--- src/rfcg_pkg.sv ---
// ----------------------------------------------------------------------------
// rfcg_pkg
// shared types and constants of the rectangle fill command generator
// ----------------------------------------------------------------------------
package rfcg_pkg;

  // fixed field widths
  localparam int FIELD_W  = 16;
  localparam int COORD_W  = 8;
  localparam int BYTE_W   = 8;
  localparam int ROT_W    = 2;

  // configuration port
  localparam int CFG_ADDR_W = 3;
  localparam int CFG_DATA_W = 32;
  localparam logic REG_ROTATION = 1'b0;

  // parameter defaults
  localparam int PANEL_WIDTH_DEF  = 130;
  localparam int PANEL_HEIGHT_DEF = 130;
  localparam int QUEUE_DEPTH_DEF  = 2;

  // controller commands
  localparam logic [BYTE_W-1:0] CMD_WIN_H   = 8'h44;
  localparam logic [BYTE_W-1:0] CMD_WIN_V   = 8'h45;
  localparam logic [BYTE_W-1:0] CMD_ADDR    = 8'h21;
  localparam logic [BYTE_W-1:0] CMD_WR_DATA = 8'h22;

  typedef enum logic [1:0] {
    KIND_CMD   = 2'd0,
    KIND_DATA  = 2'd1,
    KIND_COLOR = 2'd2
  } kind_t;

  // one clipped rectangle ready for the sequencer
  typedef struct packed {
    logic [5:0][BYTE_W-1:0] win_bytes;
    logic [FIELD_W-1:0]     color;
    logic [FIELD_W-1:0]     area;
  } cmd_entry_t;

endpackage

--- src/rfcg_queue.sv ---
// ----------------------------------------------------------------------------
// rfcg_queue
// small fifo of clipped rectangles between the front end and the sequencer
// ----------------------------------------------------------------------------
module rfcg_queue
  import rfcg_pkg::*;
#(
  parameter int DEPTH = QUEUE_DEPTH_DEF
) (
  input  logic       clk,
  input  logic       rst_n,
  input  logic       push_valid,
  output logic       push_ready,
  input  cmd_entry_t push_data,
  output logic       pop_valid,
  input  logic       pop_ready,
  output cmd_entry_t pop_data
);

  localparam int PTR_W = (DEPTH > 1) ? $clog2(DEPTH) : 1;
  localparam int CNT_W = $clog2(DEPTH + 1);

  cmd_entry_t         slots_r [DEPTH];
  logic [PTR_W-1:0]   wr_ptr_r, wr_ptr_nxt;
  logic [PTR_W-1:0]   rd_ptr_r, rd_ptr_nxt;
  logic [CNT_W-1:0]   count_r, count_nxt;
  logic               do_push, do_pop;

  assign push_ready = (count_r != CNT_W'(DEPTH));
  assign pop_valid  = (count_r != '0);
  assign pop_data   = slots_r[rd_ptr_r];
  assign do_push    = push_valid && push_ready;
  assign do_pop     = pop_valid && pop_ready;

  // wrap explicitly so non power of two depths work too
  always_comb begin
    wr_ptr_nxt = wr_ptr_r;
    rd_ptr_nxt = rd_ptr_r;
    count_nxt  = count_r;
    if (do_push) begin
      wr_ptr_nxt = (wr_ptr_r == PTR_W'(DEPTH - 1)) ? '0 : wr_ptr_r + PTR_W'(1);
    end
    if (do_pop) begin
      rd_ptr_nxt = (rd_ptr_r == PTR_W'(DEPTH - 1)) ? '0 : rd_ptr_r + PTR_W'(1);
    end
    if (do_push && !do_pop) begin
      count_nxt = count_r + CNT_W'(1);
    end else if (do_pop && !do_push) begin
      count_nxt = count_r - CNT_W'(1);
    end
  end

  always_ff @(posedge clk) begin
    if (!rst_n) begin
      wr_ptr_r <= '0;
      rd_ptr_r <= '0;
      count_r  <= '0;
    end else begin
      wr_ptr_r <= wr_ptr_nxt;
      rd_ptr_r <= rd_ptr_nxt;
      count_r  <= count_nxt;
    end
  end

  always_ff @(posedge clk) begin
    if (do_push) begin
      slots_r[wr_ptr_r] <= push_data;
    end
  end

endmodule

--- config.mk ---
export PLATFORM = sky130hd
export DESIGN_NAME = rfcg_queue
export DESIGN_NICKNAME = d
export VERILOG_FILES = /design/src/rfcg_pkg.sv /design/src/rfcg_queue.sv
export SDC_FILE = /design/constraint.sdc
export NUM_CORES = 1
export LEC_CHECK = 0
export ABC_AREA = 1
export BUFFER_PORTS_ARGS = -buffer_cell sky130_fd_sc_hd__buf_2
export CAP_MARGIN = 25
export CORE_MARGIN = 2
export CORE_UTILIZATION = 47
export DETAILED_ROUTE_END_ITERATION = 12
export PLACE_DENSITY = 0.79
export SLEW_MARGIN = 20
export SYNTH_ARGS = -nofsm -noshare
export SYNTH_HDL_FRONTEND = slang
export SYNTH_SLANG_ARGS = --single-unit
--- constraint.sdc ---
create_clock -name clk -period 4.5 [get_ports clk]
set_input_delay 0.225 -clock clk [delete_from_list [all_inputs] [get_ports clk]]
set_output_delay 0.225 -clock clk [all_outputs]
set_load 0.1 [all_outputs]
==> out/metrics.csv <==
metric;value;unit
status;complete, no violations;
Slew Limit Fails;0;
number of CTS-inserted buffers;17;
worst setup path class;reg -> out;
maximum number of pins on one net before global-route repair;51;
instance count after placement with tap cells included;622;
depth of the worst register-to-register path;5;
power density over cell area;684;mW/mm2
final-report hold violation count;0;
unique cell type count in the Yosys netlist;14;
R2R Path End;slots_r[1][78]$_DFFE_PP_;
Worst path top cell family by delay;buffers and inverters;
initial antenna violation count;0;
number of violations of the max-capacitance limit;0;
sort of element at the end of the critical path;output port;
source-to-sink clock delay at the later pin of the worst-skew pair;410;ps
CTS sink count;165;
arrival time of the worst setup path;2380;ps
CP cell instances;buf_4, mux2_4, buf_2;
Rows;42;
total of fill cells in the finished design;941;
die height;121;um
TritonCTS clock tree;done;
initial core utilization;48.3;%
number of global-route vias before repair;3739;
syn nets;371;
remaining number of nets flagged by the antenna check after routing;0;
post-synthesis sequential area ratio;76.4;%
final critical path time including I/O delays and setup;2610;ps
cell depth of the worst min-delay path;1;
first-pass GRT wire length;18100;um
post-route setup slack;1890;ps
CORE AREA;0.0133;mm2
count of buffer and inverter cells on the critical path;2;
post-detailed-placement half-perimeter wirelength;7270;um
LEAKAGE;3.47;nW
end point of the most critical hold path;slots_r[1][0]$_DFFE_PP_;
number of remaining DRC errors;0;
relative contribution of combinational cells to total power;43.3;%
post-CTS setup-driven buffer insertion count;0;
die outline area;0.0146;mm2
highest attainable clock frequency;383;MHz
unrepaired setup endpoints after global routing;false;
source of the worst register-to-register timing path;count_r[0]$_SDFFE_PN0P_;
DRC marker count from the first detailed-route iteration;202;
worst vdd ir;487;uV
clock tree root driver cell;clkbuf_16;
depth of the CTS H-tree;4;
Yosys warning total;0;
share of total power in the clock network;22.2;%
dpl ws;2180;ps
Critical Path Max Stage Delay;790;ps
num ports;166;
switching share of power;43.9;%
number of I/O port buffers;165;
Setup Viol. Count Final;0;
number of standard cells in the layout, taps in and fillers out;730;
grt ovf;0;
maximum clock skew at final layout;5.52;ps
Clock Tree Buf Depth;2;
Synth Cell Area;0.00642;mm2
Worst path slowest cell;dfxtp_4;
GRT Overall Usage;16.7;%
slew at the pin closest to its max-slew limit;915;ps
cell internal power dissipation;0.00334;W
Slew HR;38.8;%
per-instance average area after synthesis;22.4;um2
DRT Wirelength;11900;um
critical-path maximum fanout;36;
Ant. Diodes;0;
type of the worst min-delay path;in -> reg;
ratio of routed vias to standard cells;4.75;
Crit path required time;4280;ps
Clock Pin Slew Worst Setup and Hold Paths;50;ps
sw power;0.00261;W
part of the cycle the worst path needs;58.0;%
part of the total power dissipated in sequential elements;34.5;%
Routed wire per std cell;16.3;um
worst min-delay path startpoint;push_data[0];
number of storage elements in the synthesis netlist;165;
Final nets;626;
count of mapped cells out of synthesis;286;
share of cells above drive strength 1;50.4;%
most frequent cells in the layout;buf_2 (165), edfxtp_1 (160), mux2_4 (80), dlygate4sd3_1 (75), clkbuf_16 (17);
startpoint type of the worst setup path;flop;
first-pass detailed-route iteration total;4;
number of vias after detailed routing;3466;
synthesis-to-finish area growth;35.3;%
Final Wtd Congestion;0.696;
width of the chip;121;um
register-to-register setup slack;2280;ps
most frequent standard cell in the layout excluding fill and tap cells;buf_2;
-- power groups by stage --
stage | Clock, W | Sequential, W | Combinational (W)
finish | 0.00132 | 0.00205 | 0.00257
global route | 0.00142 | 0.00207 | 0.00265
CTS | 0.00135 | 0.00206 | 0.00257
detailed placement | 0 | 0.00209 | 0.00251
global placement | 0 | 0.00207 | 0.00249
floorplan | 0 | 0.00204 | 0.00231
-- per-layer routing --
| layer | part of all wire [%] | GRT usage, % | vias to the layer above | wire (um) |
|---|---|---|---|---|
| li1 | - | - | 1623 | - |
| met1 | 39 | 18.7 | 1683 | 4640 |
| met2 | 53 | 29.1 | 135 | 6230 |
| met3 | 6.1 | 4.93 | 25 | 723 |
| met4 | 2.3 | 7.85 | 0 | 278 |
| met5 | 0 | 0 | - | 0 |
-- metrics by stage --
| step | setup TNS (ps) | power, W | hold slack [ps] | utilization (%) | instance area, um2 |
|---|---|---|---|---|---|
| after floorplan | -112920 | 0.00436 | 324 | - | 6420 |
| after global placement | 0 | 0.00456 | 413 | 55.4 | 7370 |
| after detailed placement | 0 | 0.00460 | 418 | 55.4 | 7370 |
| after CTS | 0 | 0.00598 | 0.431 | 65.1 | 8650 |
| after global routing | 0 | 0.00614 | 0.0481 | 65.3 | 8680 |
| final | 0 | 0.00594 | 16.7 | 65.3 | 8680 |
-- worst register-to-register path, stage by stage, from the launching register on --
cell     delay [ps]
dfxtp_1         360
inv_1           100
nand2_1          90
nand2_1         170
nor2_4          740
buf_12          370
-- area by class of cell --
type,count,area (um2),share of cell area (%)
clock buffers,26,489,5.64
inverters,8,30.0,0.346
well taps,176,220,2.54
flip-flops and latches,165,4910,56.5
multi-input cells,104,1330,15.3
repair buffers,245,1650,19.0
clock inverters,6,55.1,0.634
-- flip-flops by register name (all words and copies together), names as in the netlist, named ones only --
signal,cells
count_r,2
rd_ptr_r,1
slots_r,160
wr_ptr_r,1
-- Yosys cell counts (all sizes together) --
master | instances | area [um2]
o21a | 1 | 7.51
a21oi | 1 | 5.00
mux2 | 80 | 1200
dfxtp | 5 | 100
ha | 1 | 12.5
nand3 | 1 | 5.00
nand2 | 9 | 33.8
o21ai | 2 | 10.0
inv | 8 | 30.0
edfxtp | 160 | 4800
nor2 | 8 | 30.0
nand4 | 1 | 6.26
buf | 9 | 171
-- repair_timing --
action,in CTS,in global routing
resized for setup,0,0
hold endpoints to repair,146,2
hold buffers,74,1
endpoints found under the setup margin,0,0
-- kinds of logic (layout without fill, tap and decap cells) --
kind of cell,after synthesis,in the layout,synth area share (%)
AO/OA/AOI/OAI,4,4,0.351
adder cells (fa/ha/maj),1,1,0.195
buffers and inverters,17,285,3.14
flip-flops,165,165,76.4
multiplexers,80,80,18.7
AND/OR/NAND/NOR,19,19,1.17
-- worst max path at each step --
stage                            start                        to  slack (ps)  depth (start not counted)
2_1_floorplan  count_r[0]$_SDFFE_PN0P_   slots_r[0][0]$_DFFE_PP_        -710                          4
3_3_place_gp   count_r[0]$_SDFFE_PN0P_  slots_r[0][70]$_DFFE_PP_        2280                          5
3_5_place_dp   count_r[0]$_SDFFE_PN0P_  slots_r[0][51]$_DFFE_PP_        2180                          5
4_1_cts                           flop               pop_data[2]        1830                          3
5_1_grt                           flop               pop_data[2]        1770                          3
6_report                          flop               pop_data[2]        1890                          3
Note: power is estimated with default switching activity, not from simulation.
